### src/rtl/core/script_token_splitter_macros.svh
// Assertion macros shared by the token splitter modules.
// Depends on nothing; files that check their own logic include it by bare name.
`ifndef SCRIPT_TOKEN_SPLITTER_MACROS_SVH
`define SCRIPT_TOKEN_SPLITTER_MACROS_SVH
`ifndef SYNTHESIS
`define STSP_ASSERT_IMP(lbl, clk, rst_n, ante, cons, msg) \
	lbl: assert property (@(posedge clk) disable iff (!rst_n) (ante) |-> (cons)) \
		else $error(msg);
`define STSP_ASSERT_NXT(lbl, clk, rst_n, ante, cons, msg) \
	lbl: assert property (@(posedge clk) disable iff (!rst_n) (ante) |=> (cons)) \
		else $error(msg);
`else
`define STSP_ASSERT_IMP(lbl, clk, rst_n, ante, cons, msg)
`define STSP_ASSERT_NXT(lbl, clk, rst_n, ante, cons, msg)
`endif
`endif

### src/rtl/core/stsp_pkg.sv
// Shared constants and controller/datapath types for the token splitter.
// Depends on nothing; used by every module of the block.
package stsp_pkg;

	localparam int unsigned TOKEN_MAX_DEF = 32;

	localparam logic [1:0] KIND_CHAR  = 2'd0;
	localparam logic [1:0] KIND_EMPTY = 2'd1;
	localparam logic [1:0] KIND_END   = 2'd2;

	localparam logic [7:0] CH_NUL   = 8'h00;
	localparam logic [7:0] CH_NL    = 8'h0A;
	localparam logic [7:0] CH_SPACE = 8'h20;
	localparam logic [7:0] CH_QUOTE = 8'h22;
	localparam logic [7:0] CH_SLASH = 8'h2F;

	typedef struct packed {
		logic       keep;
		logic       keep_first;
		logic       len_clr;
		logic       idx_clr;
		logic       idx_inc;
		logic       rd_en;
		logic       out_load;
		logic [1:0] out_kind;
		logic       out_last;
	} cmd_t;

	typedef struct packed {
		logic len_zero;
		logic len_full;
		logic idx_last;
		logic out_free;
	} stat_t;

endpackage

### src/rtl/core/stsp_if.sv
// Valid/ready channel interfaces for the text byte input and the token output.
// Depends on nothing.
interface stsp_in_if;
	logic       valid;
	logic       ready;
	logic [7:0] in_byte;
	modport source(output valid, output in_byte, input ready);
	modport sink(input valid, input in_byte, output ready);
endinterface

interface stsp_out_if;
	logic       valid;
	logic       ready;
	logic [1:0] item_kind;
	logic [7:0] char_value;
	logic [4:0] char_index;
	logic       run_last;
	modport source(output valid, output item_kind, output char_value, output char_index,
		output run_last, input ready);
	modport sink(input valid, input item_kind, input char_value, input char_index,
		input run_last, output ready);
endinterface

### src/rtl/core/stsp_datapath.sv
// Datapath: token store, length and read index counters, output register.
// Depends on stsp_pkg, stsp_out_if and the assertion macro header.
`include "script_token_splitter_macros.svh"
module stsp_datapath #(
	parameter int unsigned TOKEN_MAX = stsp_pkg::TOKEN_MAX_DEF
) (
	input  logic                clk,
	input  logic                arst_n,
	input  logic [7:0]          in_byte,
	input  stsp_pkg::cmd_t      cmd,
	output stsp_pkg::stat_t     stat,
	stsp_out_if.source          out_ch
);

	localparam int unsigned IW = (TOKEN_MAX > 1) ? $clog2(TOKEN_MAX) : 1;
	localparam int unsigned LW = $clog2(TOKEN_MAX + 1);

	logic [7:0]    store_q [TOKEN_MAX];
	logic [7:0]    rdata_q;
	logic [LW-1:0] len_q;
	logic [IW-1:0] idx_q;
	logic          valid_q;
	logic [1:0]    kind_q;
	logic [7:0]    char_q;
	logic [4:0]    cidx_q;
	logic          last_q;

	logic          len_full;
	logic          wr_en;
	logic [IW-1:0] wr_addr;

	assign len_full = (len_q == LW'(TOKEN_MAX));
	assign wr_en    = cmd.keep_first || (cmd.keep && !len_full);
	assign wr_addr  = cmd.keep_first ? '0 : len_q[IW-1:0];

	assign stat.len_zero = (len_q == '0);
	assign stat.len_full = len_full;
	assign stat.idx_last = ((LW'(idx_q) + LW'(1)) == len_q);
	assign stat.out_free = !valid_q || out_ch.ready;

	always_ff @(posedge clk) begin
		if (wr_en) begin
			store_q[wr_addr] <= in_byte;
		end
		if (cmd.rd_en) begin
			rdata_q <= store_q[idx_q];
		end
	end

	always_ff @(posedge clk or negedge arst_n) begin
		if (!arst_n) begin
			len_q   <= '0;
			idx_q   <= '0;
			valid_q <= 1'b0;
		end else begin
			priority if (cmd.len_clr) begin
				len_q <= '0;
			end else if (cmd.keep_first) begin
				len_q <= LW'(1);
			end else if (cmd.keep && !len_full) begin
				len_q <= len_q + LW'(1);
			end else begin
				len_q <= len_q;
			end
			if (cmd.idx_clr) begin
				idx_q <= '0;
			end else if (cmd.idx_inc) begin
				idx_q <= idx_q + IW'(1);
			end
			if (cmd.out_load) begin
				valid_q <= 1'b1;
			end else if (out_ch.ready) begin
				valid_q <= 1'b0;
			end
		end
	end

	// Only character beats carry a value and a position; the others send zeros.
	always_ff @(posedge clk) begin
		if (cmd.out_load) begin
			kind_q <= cmd.out_kind;
			last_q <= cmd.out_last;
			if (cmd.out_kind == stsp_pkg::KIND_CHAR) begin
				char_q <= rdata_q;
				cidx_q <= 5'(idx_q);
			end else begin
				char_q <= '0;
				cidx_q <= '0;
			end
		end
	end

	assign out_ch.valid      = valid_q;
	assign out_ch.item_kind  = kind_q;
	assign out_ch.char_value = char_q;
	assign out_ch.char_index = cidx_q;
	assign out_ch.run_last   = last_q;

	`STSP_ASSERT_IMP(a_len_bound, clk, arst_n, 1'b1, len_q <= LW'(TOKEN_MAX), "token length overflow")
	`STSP_ASSERT_IMP(a_rd_in_token, clk, arst_n, cmd.rd_en, LW'(idx_q) < len_q, "read past token end")

endmodule

### src/rtl/core/stsp_ctrl.sv
// Controller: scan mode tracking and the sequencer that emits token beats.
// Depends on stsp_pkg and the assertion macro header.
`include "script_token_splitter_macros.svh"
module stsp_ctrl (
	input  logic            clk,
	input  logic            arst_n,
	input  logic            in_valid,
	input  logic [7:0]      in_byte,
	output logic            in_ready,
	input  stsp_pkg::stat_t stat,
	output stsp_pkg::cmd_t  cmd
);

	typedef enum logic [2:0] {
		M_SKIP,
		M_SLASH,
		M_COMMENT,
		M_QUOTE,
		M_WORD
	} mode_t;

	typedef enum logic [2:0] {
		S_IDLE,
		S_RD,
		S_PUT,
		S_EMPTY,
		S_END
	} state_t;

	mode_t  mode_q, mode_d, eff_mode;
	state_t state_q, state_d;
	logic   end_q, end_d;
	logic   accept;
	logic   is_ws;
	logic   emit, empty, fin;

	assign in_ready = (state_q == S_IDLE);
	assign accept   = in_ready && in_valid;
	assign is_ws    = (in_byte <= stsp_pkg::CH_SPACE);

	always_comb begin
		cmd      = '0;
		mode_d   = mode_q;
		state_d  = state_q;
		end_d    = end_q;
		emit     = 1'b0;
		empty    = 1'b0;
		fin      = 1'b0;
		// A slash that is not followed by another slash opens a word.
		eff_mode = (mode_q == M_SLASH) ? M_WORD : mode_q;
		unique case (state_q)
			S_IDLE: begin
				if (accept) begin
					if (mode_q == M_SLASH && in_byte == stsp_pkg::CH_SLASH) begin
						mode_d      = M_COMMENT;
						cmd.len_clr = 1'b1;
					end else begin
						mode_d = eff_mode;
						unique case (eff_mode)
							M_COMMENT: begin
								if (in_byte == stsp_pkg::CH_NUL) begin
									fin = 1'b1;
								end else if (in_byte == stsp_pkg::CH_NL) begin
									mode_d = M_SKIP;
								end
							end
							M_QUOTE: begin
								if (in_byte == stsp_pkg::CH_QUOTE) begin
									emit   = 1'b1;
									empty  = stat.len_zero;
									mode_d = M_SKIP;
								end else if (in_byte == stsp_pkg::CH_NUL) begin
									emit  = 1'b1;
									empty = stat.len_zero;
									fin   = 1'b1;
								end else begin
									cmd.keep = 1'b1;
								end
							end
							M_WORD: begin
								if (!is_ws) begin
									cmd.keep = 1'b1;
								end else begin
									// A word that filled the store is reported as empty.
									emit   = 1'b1;
									empty  = stat.len_zero || stat.len_full;
									mode_d = M_SKIP;
									fin    = (in_byte == stsp_pkg::CH_NUL);
								end
							end
							default: begin
								if (in_byte == stsp_pkg::CH_NUL) begin
									fin = 1'b1;
								end else if (is_ws) begin
									mode_d = M_SKIP;
								end else if (in_byte == stsp_pkg::CH_SLASH) begin
									cmd.keep_first = 1'b1;
									mode_d         = M_SLASH;
								end else if (in_byte == stsp_pkg::CH_QUOTE) begin
									cmd.len_clr = 1'b1;
									mode_d      = M_QUOTE;
								end else begin
									cmd.keep_first = 1'b1;
									mode_d         = M_WORD;
								end
							end
						endcase
					end
					end_d = fin;
					priority if (emit && empty) begin
						state_d = S_EMPTY;
					end else if (emit) begin
						cmd.idx_clr = 1'b1;
						state_d     = S_RD;
					end else if (fin) begin
						state_d = S_END;
					end else begin
						state_d = S_IDLE;
					end
				end
			end
			S_RD: begin
				cmd.rd_en = 1'b1;
				state_d   = S_PUT;
			end
			S_PUT: begin
				if (stat.out_free) begin
					cmd.out_load = 1'b1;
					cmd.out_kind = stsp_pkg::KIND_CHAR;
					cmd.out_last = stat.idx_last && !end_q;
					if (stat.idx_last) begin
						state_d = end_q ? S_END : S_IDLE;
					end else begin
						cmd.idx_inc = 1'b1;
						state_d     = S_RD;
					end
				end
			end
			S_EMPTY: begin
				if (stat.out_free) begin
					cmd.out_load = 1'b1;
					cmd.out_kind = stsp_pkg::KIND_EMPTY;
					cmd.out_last = !end_q;
					state_d      = end_q ? S_END : S_IDLE;
				end
			end
			S_END: begin
				if (stat.out_free) begin
					cmd.out_load = 1'b1;
					cmd.out_kind = stsp_pkg::KIND_END;
					cmd.out_last = 1'b1;
					cmd.len_clr  = 1'b1;
					mode_d       = M_SKIP;
					end_d        = 1'b0;
					state_d      = S_IDLE;
				end
			end
			default: begin
				state_d = S_IDLE;
			end
		endcase
	end

	always_ff @(posedge clk or negedge arst_n) begin
		if (!arst_n) begin
			state_q <= S_IDLE;
			mode_q  <= M_SKIP;
			end_q   <= 1'b0;
		end else begin
			state_q <= state_d;
			mode_q  <= mode_d;
			end_q   <= end_d;
		end
	end

	`STSP_ASSERT_NXT(a_rd_then_put, clk, arst_n, state_q == S_RD, state_q == S_PUT, "read not followed by put")
	`STSP_ASSERT_IMP(a_end_is_last, clk, arst_n, cmd.out_load && cmd.out_kind == stsp_pkg::KIND_END, cmd.out_last, "end marker not last")
	`STSP_ASSERT_NXT(a_end_resets, clk, arst_n, cmd.out_load && cmd.out_kind == stsp_pkg::KIND_END, state_q == S_IDLE && mode_q == M_SKIP && !end_q, "end marker did not reset scan")

endmodule

### src/rtl/core/script_token_splitter.sv
// Script token splitter: takes text one byte per beat on in_ch, skips blanks and
// "//" comments at a token start, and sends each finished word or quoted string on
// out_ch as one beat per character (or one empty-token beat), then an end-of-text
// beat on byte 0. in_ch.ready stays low until every beat caused by a byte is
// loaded into the output register, so a stall on out_ch holds off the next byte.
// Each character is read from the token store and then loaded into the output
// register. run_last marks the final beat caused by a byte.
module script_token_splitter #(
	parameter int unsigned TOKEN_MAX = stsp_pkg::TOKEN_MAX_DEF
) (
	input  logic        clk,
	input  logic        arst_n,
	stsp_in_if.sink     in_ch,
	stsp_out_if.source  out_ch
);

	stsp_pkg::cmd_t  cmd;
	stsp_pkg::stat_t stat;
	logic            ready;

	assign in_ch.ready = ready;

	stsp_ctrl u_ctrl (
		.clk      (clk),
		.arst_n   (arst_n),
		.in_valid (in_ch.valid),
		.in_byte  (in_ch.in_byte),
		.in_ready (ready),
		.stat     (stat),
		.cmd      (cmd)
	);

	stsp_datapath #(
		.TOKEN_MAX(TOKEN_MAX)
	) u_datapath (
		.clk     (clk),
		.arst_n  (arst_n),
		.in_byte (in_ch.in_byte),
		.cmd     (cmd),
		.stat    (stat),
		.out_ch  (out_ch)
	);

endmodule

### src/flat_wrapper.sv
// flat-port wrapper written by rule: the top's interface ports become plain ports
module script_token_splitter_flat 
#(
	parameter int unsigned TOKEN_MAX = stsp_pkg::TOKEN_MAX_DEF
)
  (clk, arst_n, in_ch_valid, in_ch_in_byte, in_ch_ready, out_ch_valid, out_ch_item_kind, out_ch_char_value, out_ch_char_index, out_ch_run_last, out_ch_ready);
  stsp_in_if in_ch_i ();
  stsp_out_if out_ch_i ();
  input  logic clk;
  input  logic arst_n;
  input wire logic [$bits(in_ch_i.valid)-1:0] in_ch_valid;
  input wire logic [$bits(in_ch_i.in_byte)-1:0] in_ch_in_byte;
  output wire logic [$bits(in_ch_i.ready)-1:0] in_ch_ready;
  output wire logic [$bits(out_ch_i.valid)-1:0] out_ch_valid;
  output wire logic [$bits(out_ch_i.item_kind)-1:0] out_ch_item_kind;
  output wire logic [$bits(out_ch_i.char_value)-1:0] out_ch_char_value;
  output wire logic [$bits(out_ch_i.char_index)-1:0] out_ch_char_index;
  output wire logic [$bits(out_ch_i.run_last)-1:0] out_ch_run_last;
  input wire logic [$bits(out_ch_i.ready)-1:0] out_ch_ready;
  assign in_ch_i.valid = in_ch_valid;
  assign in_ch_i.in_byte = in_ch_in_byte;
  assign in_ch_ready = in_ch_i.ready;
  assign out_ch_valid = out_ch_i.valid;
  assign out_ch_item_kind = out_ch_i.item_kind;
  assign out_ch_char_value = out_ch_i.char_value;
  assign out_ch_char_index = out_ch_i.char_index;
  assign out_ch_run_last = out_ch_i.run_last;
  assign out_ch_i.ready = out_ch_ready;
  script_token_splitter #(.TOKEN_MAX(TOKEN_MAX)) u_core (.clk(clk), .arst_n(arst_n), .in_ch(in_ch_i), .out_ch(out_ch_i));
endmodule
### config.mk
export PLATFORM = sky130hd
export DESIGN_NAME = script_token_splitter_flat
export DESIGN_NICKNAME = d
export VERILOG_FILES = /design/src/rtl/core/stsp_pkg.sv /design/src/rtl/core/stsp_if.sv /design/src/rtl/core/stsp_datapath.sv /design/src/rtl/core/stsp_ctrl.sv /design/src/rtl/core/script_token_splitter.sv /design/src/flat_wrapper.sv
export VERILOG_INCLUDE_DIRS = /design/src /design/src/rtl/core
export SDC_FILE = /design/constraint.sdc
export NUM_CORES = 1
export LEC_CHECK = 0
export ABC_AREA = 1
export ABC_CLOCK_PERIOD_IN_PS = 3300
export BUFFER_PORTS_ARGS = -buffer_cell sky130_fd_sc_hd__buf_2
export CAP_MARGIN = 20
export CORE_UTILIZATION = 46
export CTS_CLUSTER_DIAMETER = 30
export DETAILED_ROUTE_END_ITERATION = 10
export GPL_TIMING_DRIVEN = 0
export PLACE_DENSITY = 0.67
export SLEW_MARGIN = 10
export SYNTH_ARGS = -nofsm -noshare
export SYNTH_HDL_FRONTEND = slang
export SYNTH_SLANG_ARGS = --single-unit
### constraint.sdc
create_clock -name clk -period 3.3 [get_ports clk]
set_clock_uncertainty 0.15 [all_clocks]
set_input_delay 0.66 -clock clk [delete_from_list [all_inputs] [get_ports clk]]
set_output_delay 0.66 -clock clk [all_outputs]
set_load 0.01 [all_outputs]
# Word level (Yosys, flattened, before mapping)
# Memory sizes are Yosys's and may differ from the RTL's. A register that Yosys moved wholly into a read port is not among the register bits.
# Index checks and enable logic that the tools add are counted.
# W data, S select, Z words.
# word_totals
reg_bits,35
ram_bits,256
inputBits,12
out_inout_bits,18
word_cells,138
n_memories,1
# memory_table
memory,words,word_bits,read_ports,rd_clocked_by_memory_dff,wr,line_no,text
u_core.u_datapath.store_q,32,8,1,1,1,stsp_datapath.sv:18,logic [7:0] store_q [TOKEN_MAX];
# op_classes
n_addsub,3
n_lt_le_gt_ge,1
n_eq_ne,17
muxes,84
n_reduce_logical,22
# ops
op,count
$mux W3,20
$mux W1,39
$mux W6,3
$eq A8 B6 Y1 const B,2
$mux W4,4
$mux W5,3
$pmux W3 S5,1
$eq A3 B2 Y1 const B,4
$pmux W1 S2,6
$pmux W4 S3,1
$mux W2,5
$pmux W3 S3,1
$eq A8 B4 Y1 const B,1
$le A8 B6 Y1 const B,1
$logic_not A8 Y1,1
$ne A2 B1 Y1 const B,4
$add A5 B1 Y6 const B,1
$add A6 B1 Y6 const B,1
$eq A3 B1 Y1 const B,2
$eq A3 B3 Y1 const B,2
$eq A6 B6 Y1,1
$eq A6 B6 Y1 const B,1
$logic_not A6 Y1,1
$pmux W3 S2,1
other kinds (11),21

# Depth between registers and ports, before layout
# Gate-level depths: netlist (run 1).
# depth
depth_word,15
mapped_depth,14
depth_no_buf,14

# Modules after synthesis
# From an unflattened synthesis (run 1), not the netlist that was laid out.
# unflattened
hier_cells,1193
hier_area_um2,12921.1
# modules_own_cells
module,instances,cells_per_inst,area_each_um2,seq_area_each_um2
stsp_datapath,1,1060,12149.2,8708.4
stsp_ctrl,1,133,772.0,175.2

# Least setup slack after synthesis (run 1)
# No wires, ideal clock.
# synth_path
kind,input-to-reg
from,in in_ch_in_byte[7]
to,mem u_core.u_datapath.store_q[11][0] (enable)
setup_time_ns,0.370
arrival_ns,2.015
required_ns,2.780
slack_ns,0.765
cell_stages,9
n_path_buf,0
path_cell_list,nor2_1 nand3_1 o21ai_1 inv_1 nand4_4 nand2_1 nor2_4 nand2_2 nor2_1
# synth_between
elab_chain_cells,12
elab_cells_between_ends,22
cone_classes,order compare: 1; eq/ne: 2; mux: 15; reduce/logical: 4
# synth_rtl
element,line_no,text
"start, declared",flat_wrapper.sv:12,input wire logic [$bits(in_ch_i.in_byte)-1:0] in_ch_in_byte;
"parallel branches: the longest is 6 deep, another holds $le A8 B6 Y1",--,
$mux W2 *,stsp_ctrl.sv:54,if (mode_q == M_SLASH && in_byte == stsp_pkg::CH_SLASH) begin
$mux W4 *,stsp_ctrl.sv:53,if (accept) begin
$mux W2 *,stsp_ctrl.sv:51,unique case (state_q)
"parallel branches: the longest is 3 deep, another holds $logic_and A1 B1 Y1",--,
"end, declared",stsp_datapath.sv:18,
# Mark *: on every way between the ends.

# Final worst setup path (run 1)
# layout_path
from,in in_ch_in_byte[6]
to,mem u_core.u_datapath.store_q[31][1] (enable)
# Same word-level chain as after synthesis.

==> impl_metrics.toml, run 1 <==
[finish]
final_common_cell = "edfxtp_1"
finalNonFillerCells = 1586
final_cell_mix = "edfxtp_1 (280), nor2_1 (190), o21ai_0 (132)"
drive_gt1_frac = 0.167
final_area_sq_um = 15500
n_fill_cell = 2142
antennaDiodeCount = 0
multi_input_area_sq_um = 3350
syn_to_final_growth_pct = 22.1
nets = 1211
regArea_sq_um = 8880

[yosys]
synth_area_sq_um = 12700
syn-num-nets = 1118
postSynthCellCount = 1103
yosysSeqAreaShare = 0.702
yosysUniqueCellTypes = 34
synth_warnings = 0
synth_seq_cells = 299
avgSynthCellArea_sq_um = 11.5

[placed_design]
dp_cells = 1474
port_buffers = 29
post_dp_cell_area_sq_um = 13200
gp_congestion = 0.988
dp_slack_ns = -0.654
dp_hpwl_mm = 22.7

[route]
vias = 9195
viasPerCell = 5.80
ant_nets = 0
maxUsedRoutingLayer = "met4"
post_drt_wl_per_cell_um = 22.5
wirelength_mm = 35.6
drt_pass1_iterations = 6
dr_wl_met3_mm = 3.62
post-route-drc-count = 0
met1Wirelength_mm = 14.7
wl_met2_mm = 16.3
drt_iter0_drc = 1099

[sta]
finalSetupViolCount = 0
finalHoldViolations = 0
finalSetupTns_ns = 0
max-slew-margin-rel = 0.311
drv_slew = 0
layout_setup_ws_ns = 0.0291
tightestPinTransition_ns = 1.03
period_minus_slack_ns = 3.27
post-route-period-util = 0.991
max_freq_mhz = 306
grt_setup_unrepaired = "true"

[setup_path]
worstPathRequired_ns = 3.34
critPathKind = "input pin to flop"
path_max_fanout = 33
cp-start-kind = "input pin"
arrival_ns = 3.31
endpoint_kind = "flop"

[floorplanning]
num_rows = 60
die_w_um = 168
core-area_sq_um = 27000
io_pins = 30
dieArea_sq_um = 28200
initial_utilization = 0.470
die_h_um = 168

[grt]
grt_usage = 0.257
grt_pass1_wl_mm = 53.1
grt_max_degree = 36
first_global_vias = 8866
grt_overflow = 0
antenna_found_initial = 0

[power_and_ir_drop]
clockPowerShare = 0.415
p_sw_mw = 5.21
sw_frac_of_total = 0.342
power_frac_comb = 0.283
p_leak_nw = 5.64
intPower_mw = 10.0
fin_total_pwr_mw = 15.2
power_frac_seq = 0.302
ir_worst_vdd_v = 0.000508
power.density_nw_per_um2 = 986

[clock_network]
post-cts-setup-buffer-count = 0
clk_pin_slew_ns = 0.05
cts_buffer_depth = 3
htreeDepth = 2
tritoncts = "yes"
cts_root_buf = "clkbuf_16"
clkSinkCount = 299
cts_buffers = 60
clk_latency_ns = 0.57

[flow_run]
cap_viol_max_count = 0

[status]
status = "finished clean"

[hold_path]
hold_path.class = "input pin to flop"
==> stage by stage <==
stage	util	hold WS, ns
final	0.573	0.285
after floorplan	-	0.214
after CTS	0.571	0.268
after global placement	0.491	0.377
after global routing	0.573	0.300
after detailed placement	0.491	0.380
==> logic make-up after synthesis <==
family          share of synthesized area
flops                               0.702
buf+inv                            0.0392
simple gates                        0.140
fa+ha+maj                         0.00296
compound gates                      0.114
xor+xnor                          0.00208
==> synthesized netlist by cell type <==
master,instances,area (sq um)
edfxtp_1,280,8410
nor2_1,216,811
o21ai_0,132,661
nand2_1,126,473
o22ai_1,55,344
inv_1,49,184
nand3_1,43,215
clkbuf_1,39,146
o21ai_1,27,135
dfrtp_1,19,475
a21oi_1,17,85.1
buf_2,16,80.1
inv_2,14,52.6
o221ai_1,11,96.3
nand4_1,9,56.3
a21o_1,7,52.6
nand2_2,7,43.8
nor2_4,4,45.0
nor3_1,4,20.0
buf_4,3,22.5
ha_1,3,37.5
nand3_2,3,30.0
o211ai_1,3,22.5
xor2_1,3,26.3
nand2_4,2,22.5
nand3b_1,2,15.0
o21ai_2,2,17.5
a211oi_1,1,7.51
buf_6,1,11.3
nand3_4,1,17.5
nand4_4,1,21.3
nor2_2,1,6.26
o21bai_1,1,7.51
o31ai_2,1,12.5
==> worst max-delay path, cell delays in order <==
cell and delay, ns:
buf_2 0.57, nor2_1 0.13, nand2_1 0.11, nor2_1 0.05
nand2_1 0.22, nand2_1 0.12, o21ai_2 0.24, nand2_4 0.12
nor2_4 0.15, nand2_2 0.23, nor2_1 0.69
==> final cells by class <==
type,instances,area share
multi-input combinational,682,0.217
sequential,299,0.575
buffer,59,0.0168
timing repair buffer,31,0.0107
inverter,63,0.0153
tap,341,0.0276
clock buffer,70,0.101
clock inverter,41,0.0370
==> path summary, 6_finish.rpt <==
kind / end / depth (start not counted) / slack, ns / startpoint
setup / recovery: u_core.u_datapath.store_q[31][1] / 11 / 0.03 / in_ch_in_byte[6]
hold / removal: u_core.u_ctrl.state_q[2] / 4 / 0.28 / out_ch_ready
setup reg to reg: u_core.u_datapath.store_q[31][1] / 11 / 0.38 / u_core.u_datapath.len_q[1]
hold reg to reg: u_core.u_datapath.out_ch.char_value[7] / 2 / 0.40 / u_core.u_datapath.rdata_q[7]
max in group asynchronous: u_core.u_datapath.len_q[5] / 2 / 2.19 / arst_n
min in group asynchronous: u_core.u_ctrl.state_q[2] / 2 / 0.46 / arst_n
==> registers in the layout, indices dropped and copies added, names as in the netlist <==
name	cells
u_core.u_datapath.store_q	256
u_core.u_datapath.out_ch.char_value	8
u_core.u_datapath.rdata_q	8
u_core.u_datapath.len_q	6
u_core.u_datapath.idx_q	5
u_core.u_datapath.out_ch.char_index	5
u_core.u_ctrl.mode_q	3
u_core.u_ctrl.state_q	3
u_core.u_datapath.out_ch.item_kind	2
u_core.u_ctrl.end_q	1
u_core.u_datapath.out_ch.run_last	1
u_core.u_datapath.out_ch.valid	1
==> what timing repair did <==
item,in CTS,in global routing
cloned,0,0
hold endpoints to repair,19,0
resized for setup,1,27
hold buffers,1,0
setup endpoints to repair,8,224
==> metal layers <==
layer  GRT usage  up-vias
li1            -     4153
met4      0.0981        0
met2       0.401      512
met5           0        -
met3      0.0552       69
met1       0.352     4461
==> power groups by stage <==
stage | clock network (mW) | registers [mW] | logic [mW]
2_1_floorplan | 0 | 4.67 | 2.58
3_3_place_gp | 0 | 4.66 | 4.09
3_5_place_dp | 0 | 4.66 | 4.15
4_1_cts | 6.35 | 4.60 | 4.19
5_1_grt | 6.56 | 4.62 | 4.63
6_report | 6.33 | 4.60 | 4.31
(Power assumes the default switching activity.)
==> run 2, diff against run 1 <==
Settings changed: ABC_AREA 1 to unset, MAX_ROUTING_LAYER set to met4.
==> impl_metrics.toml, run 2 <==
[finish]
nets = 788
final_common_cell = "edfxtp_1"
syn_to_final_growth_pct = 23.0
final_cell_mix = "edfxtp_1 (280), mux4_2 (80), clkbuf_16 (55)"
top_register = "u_core.u_datapath.store_q"
drive_gt1_frac = 0.317
antennaDiodeCount = 0
largest_reg_flops = 256
finalNonFillerCells = 1151

[setup_path]
slowest_stage = "or4b_1"
cp-start-kind = "flop"
cp_cell_sequence = "clkbuf_1, or4b_1, a21o_1, or3_1, nor3_1, buf_2"
worstReg2RegEnd = "u_core.u_datapath.store_q[15][6]"
r2r_cells = 6
cp_slowest_stage_delay_ns = 0.71
endpoint_kind = "flop"
r2r_setup_slack_ns = -0.03
path_max_fanout = 9
reg2reg_from = "u_core.u_ctrl.state_q[0]"
critPathKind = "flop to flop"
arrival_ns = 3.44
worstPathRequired_ns = 3.41

[route]
ant_nets = 0
drt_iter0_drc = 830
viasPerCell = 5.97
drt_pass1_iterations = 8
post_drt_wl_per_cell_um = 24.3
post-route-drc-count = 4
wirelength_mm = 27.9
vias = 6867

[yosys]
async_flop_share = 0.0635
synth_common_cells = "edfxtp_1 (280), mux4_2 (80), nand2_1 (37), nor2_1 (32), clkbuf_1 (21)"
yosysTopAreaCell = "edfxtp_1"
synth_edf_count = 280
synth.most_common_cell = "edfxtp_1"
synthTopCellsByArea = "edfxtp_1 (68%), mux4_2 (15%), dfrtp_1 (3.8%), nand2_1 (1.1%), nor2_1 (0.97%)"
synth_warnings = 0
syn-num-nets = 690
synth_top_area_frac = 0.680
avgSynthCellArea_sq_um = 18.3
synth_area_sq_um = 12400
postSynthCellCount = 675
synth_seq_cells = 299
yosys_most_used_dff = "edfxtp_1"
yosysUniqueCellTypes = 61
yosysSeqAreaShare = 0.718

[sta]
finalSetupTns_ns = -0.167
finalHoldViolations = 0
post-route-period-util = 1.01
max_freq_mhz = 300
drv_slew = 0
tightestPinTransition_ns = 0.900
finalSetupViolCount = 9
max-slew-margin-rel = 0.400
period_minus_slack_ns = 3.33
grt_setup_unrepaired = "true"
layout_setup_ws_ns = -0.0323

[floorplanning]
die_w_um = 166
io_pins = 30
dieArea_sq_um = 27500
die_h_um = 166
initial_utilization = 0.472
core-area_sq_um = 26200
num_rows = 59

[clock_network]
tritoncts = "yes"
clk_latency_ns = 0.56
clkSinkCount = 299
cts_buffers = 54
cts_root_buf = "clkbuf_16"
htreeDepth = 2
cts_buffer_depth = 3
clk_pin_slew_ns = 0.05

[power_and_ir_drop]
p_leak_nw = 5.07
power.density_nw_per_um2 = 938
ir_worst_vdd_v = 0.000730

[flow_run]
cap_viol_max_count = 0

[grt]
grt_pass1_wl_mm = 43.3
first_global_vias = 7002
antenna_found_initial = 0
grt_max_degree = 39
grt_overflow = 0
grt_usage = 0.218

[hold_path]
hp-start = "out_ch_ready"
min_path_cells = 3
hold_end = "u_core.u_datapath.out_ch.valid"
hold_path.class = "input pin to flop"

[placed_design]
port_buffers = 29
gp_congestion = 0.923
dp_hpwl_mm = 18.3
dp_cells = 1045

[status]
status = "finished, violations left"
violations = "design-rule violations, negative setup slack"
==> run 2: per-stage QoR <==
stage               utilization  area (sq um)  hold WS [ns]  worst slack [ns]  power (mW)
CTS                       0.576         15100         0.294           0.00388        14.3
floorplan                     -         12400         0.214            0.0857        7.10
finish                    0.581         15200         0.307           -0.0323        14.3
global placement          0.493         12900         0.356             -1.30        8.15
global route              0.581         15200         0.341            -0.161        14.8
detailed placement        0.496         13000         0.357            -0.831        8.22
==> run 2: worst max-delay path by stage <==
stage | slack (ns) | endpoint | from | depth (start not counted)
finish | -0.03 | u_core.u_datapath.store_q[15][6] | u_core.u_ctrl.state_q[0] | 6
CTS | 0.004 | u_core.u_datapath.store_q[7][3] | u_core.u_ctrl.state_q[0] | 8
floorplan | 0.09 | u_core.u_datapath.store_q[17][0] | in_ch_valid | 6
global route | -0.16 | u_core.u_datapath.store_q[13][3] | in_ch_in_byte[3] | 7
detailed placement | -0.83 | u_core.u_datapath.store_q[9][1] | in_ch_in_byte[3] | 6
global placement | -1.30 | u_core.u_datapath.store_q[17][7] | in_ch_in_byte[7] | 6
==> run 2: power by group <==
part / switching [mW] / internal, mW
Sequential: 0.133 / 4.49
Clock: 1.80 / 4.21
Combinational: 2.08 / 1.56
Total: 4.01 / 10.3
==> run 2: area by class of cell <==
class,instances,area (sq um)
flip-flops and latches,299,8880
fillers,1889,11000
repair buffers,43,279
inverters,9,33.8
multi-input cells,331,3440
plain buffers,35,158
clock buffers,61,1400
well taps,335,419
clock inverters,38,604
==> run 2: metal layers <==
metal	track usage	part of all wire	vias up
li1	-	-	2981
met1	0.306	0.44	3542
met2	0.323	0.47	299
met3	0.0410	0.066	45
met4	0.0675	0.019	0
met5	-	0	-
==> run 2: worst max-delay path, delay by kind of cell (launching register included) <==
family	cells	cell delay, ns
and+or+nand+nor	3	1.70
buffers and inverters	2	0.50
DFF	1	0.35
AOI/OAI and AO/OA	1	0.32
==> run 2: logic make-up (layout without fill, tap and decap cells) <==
group | after synthesis | in the layout | share of synthesized area
AND/OR/NAND/NOR | 172 | 172 | 0.0740
buffers and inverters | 45 | 186 | 0.0149
adder cells (fa/ha/maj) | 3 | 3 | 0.00304
multiplexers | 87 | 87 | 0.152
XOR/XNOR | 7 | 7 | 0.00496
AO/OA/AOI/OAI | 62 | 62 | 0.0334
flip-flops | 299 | 299 | 0.718
==> run 2: repair_timing <==
item,in CTS,in global routing
setup endpoints to repair,187,230
pin swaps,1,1
hold endpoints to repair,19,0
resized for setup,27,16
hold buffers,1,0
setup buffers,0,4
==> run 3, diff against run 2 <==
Settings changed: ABC_AREA set to 1.
==> impl_metrics.toml, run 3 (synthesis gave the netlist of run 1 again) <==
[status]
status = "finished clean"

[finish]
final_area_sq_um = 15200
final_cell_mix = "edfxtp_1 (280), nor2_1 (189), o21ai_0 (132)"
syn_to_final_growth_pct = 19.9
nets = 1205
largest_reg_flops = 256
drive_gt1_frac = 0.161
top_register = "u_core.u_datapath.store_q"
antennaDiodeCount = 0
final_common_cell = "edfxtp_1"
post-route-util = 0.563

[sta]
drv_slew = 0
period_minus_slack_ns = 3.14
max-slew-margin-rel = 0.308
tightestPinTransition_ns = 1.03
finalHoldViolations = 0
fin_hold_ws_ns = 0.279
finalSetupTns_ns = 0
layout_setup_ws_ns = 0.155
post-route-period-util = 0.953
max_freq_mhz = 318
grt_setup_unrepaired = "true"
finalSetupViolCount = 0

[grt]
grt_max_degree = 36
busiest_layer = "met2"
first_global_vias = 8558
grt_pass1_wl_mm = 52.3
antenna_found_initial = 0
gr-usage-met2 = 0.392
grt_overflow = 0
grtUsageMet3 = 0.0456
grt_usage = 0.259
grt.met1_usage = 0.352

[placed_design]
gp_congestion = 1.02
port_buffers = 29
dp_slack_ns = -0.614
dp_hpwl_mm = 22.7
post_dp_cell_area_sq_um = 13200

[power_and_ir_drop]
power.density_nw_per_um2 = 952
p_leak_nw = 5.49
ir_worst_vdd_v = 0.000472

[setup_path]
endpoint_kind = "flop"
path_max_fanout = 33
worstPathRequired_ns = 3.33
critPathKind = "input pin to flop"
arrival_ns = 3.18
cp-start-kind = "input pin"

[route]
post-route-drc-count = 0
drt_iter0_drc = 911
viasPerCell = 5.79
drt_pass1_iterations = 5
post_drt_wl_per_cell_um = 22.4
vias = 9124
ant_nets = 0
wirelength_mm = 35.2

[floorplanning]
io_pins = 30
dieArea_sq_um = 28200
die_h_um = 168
num_rows = 60
initial_utilization = 0.470
die_w_um = 168
core-area_sq_um = 27000

[clock_network]
cts_root_buf = "clkbuf_16"
cts_buffers = 54
clk_pin_slew_ns = 0.05
clk_latency_ns = 0.56
htreeDepth = 2
clkSinkCount = 299
cts_buffer_depth = 3
tritoncts = "yes"

[flow_run]
cap_viol_max_count = 0

[hold_path]
hold_path.class = "input pin to flop"
[run 3: cell count changes in the layout (fill, tap and decap cells not counted), sizes merged, moves of 25 or more]
| cell | delta |
|---|---|
| nor2 | +189 |
| o21ai | +142 |
| nand2 | +98 |
| mux4 | -80 |
| inv | +54 |
| o22ai | +54 |
| nand3 | +30 |
| clkbuf | +25 |
[run 3: area by class of cell]
cell class | instances | area, sq um
fill | 2179 | 11800
sequential | 299 | 8880
tap | 341 | 427
clock inverter | 33 | 408
clock buffer | 67 | 1450
buffer | 59 | 260
inverter | 63 | 236
multi-input combinational | 682 | 3350
timing repair buffer | 31 | 163
[run 3: where the power goes]
part           switching (mW)  leakage, nW  internal [mW]
Clock                    1.87        0.884           3.68
Sequential              0.109         2.78           4.49
Combinational            3.15         1.83           1.16
[run 3: final timing paths]
path	start	endpoint	cells after the start	slack (ns)
min in group asynchronous	arst_n	u_core.u_datapath.idx_q[1]	2	0.45
hold / removal	out_ch_ready	u_core.u_ctrl.state_q[2]	4	0.28
max in group asynchronous	arst_n	u_core.u_ctrl.state_q[1]	2	2.21
setup reg to reg	u_core.u_datapath.idx_q[0]	u_core.u_datapath.rdata_q[7]	9	0.51
hold reg to reg	u_core.u_datapath.rdata_q[2]	u_core.u_datapath.out_ch.char_value[2]	2	0.40
setup / recovery	in_ch_in_byte[7]	u_core.u_datapath.store_q[30][7]	11	0.16
[run 3: timing repair]
item	4_1_cts	5_1_grt
resized for setup	1	27
cloned	0	0
setup endpoints to repair	8	224
hold buffers	1	0
setup buffers	0	0
endpoints found under the hold margin	19	0
[run 3: per-stage QoR]
stage	power (mW)	instances
floorplan	7.25	1103
global placement	8.76	1473
detailed placement	8.81	1474
CTS	14.3	1575
global route	15.0	1575
finish	14.5	1575
[run 3: critical path: stages]
cell	delay (ns)
buf_2	0.53
nor2_1	0.15
nand3_1	0.14
inv_1	0.05
nand2_1	0.18
nand2_1	0.13
o21ai_2	0.24
nand3_1	0.14
inv_1	0.11
nand2_2	0.20
nor2_1	0.60
[run 3: routing by layer]
metal / wire length (um) / share of wire
met1: 15000 / 0.42
met2: 16300 / 0.46
met3: 2980 / 0.085
met4: 1030 / 0.029
met5: 0 / 0
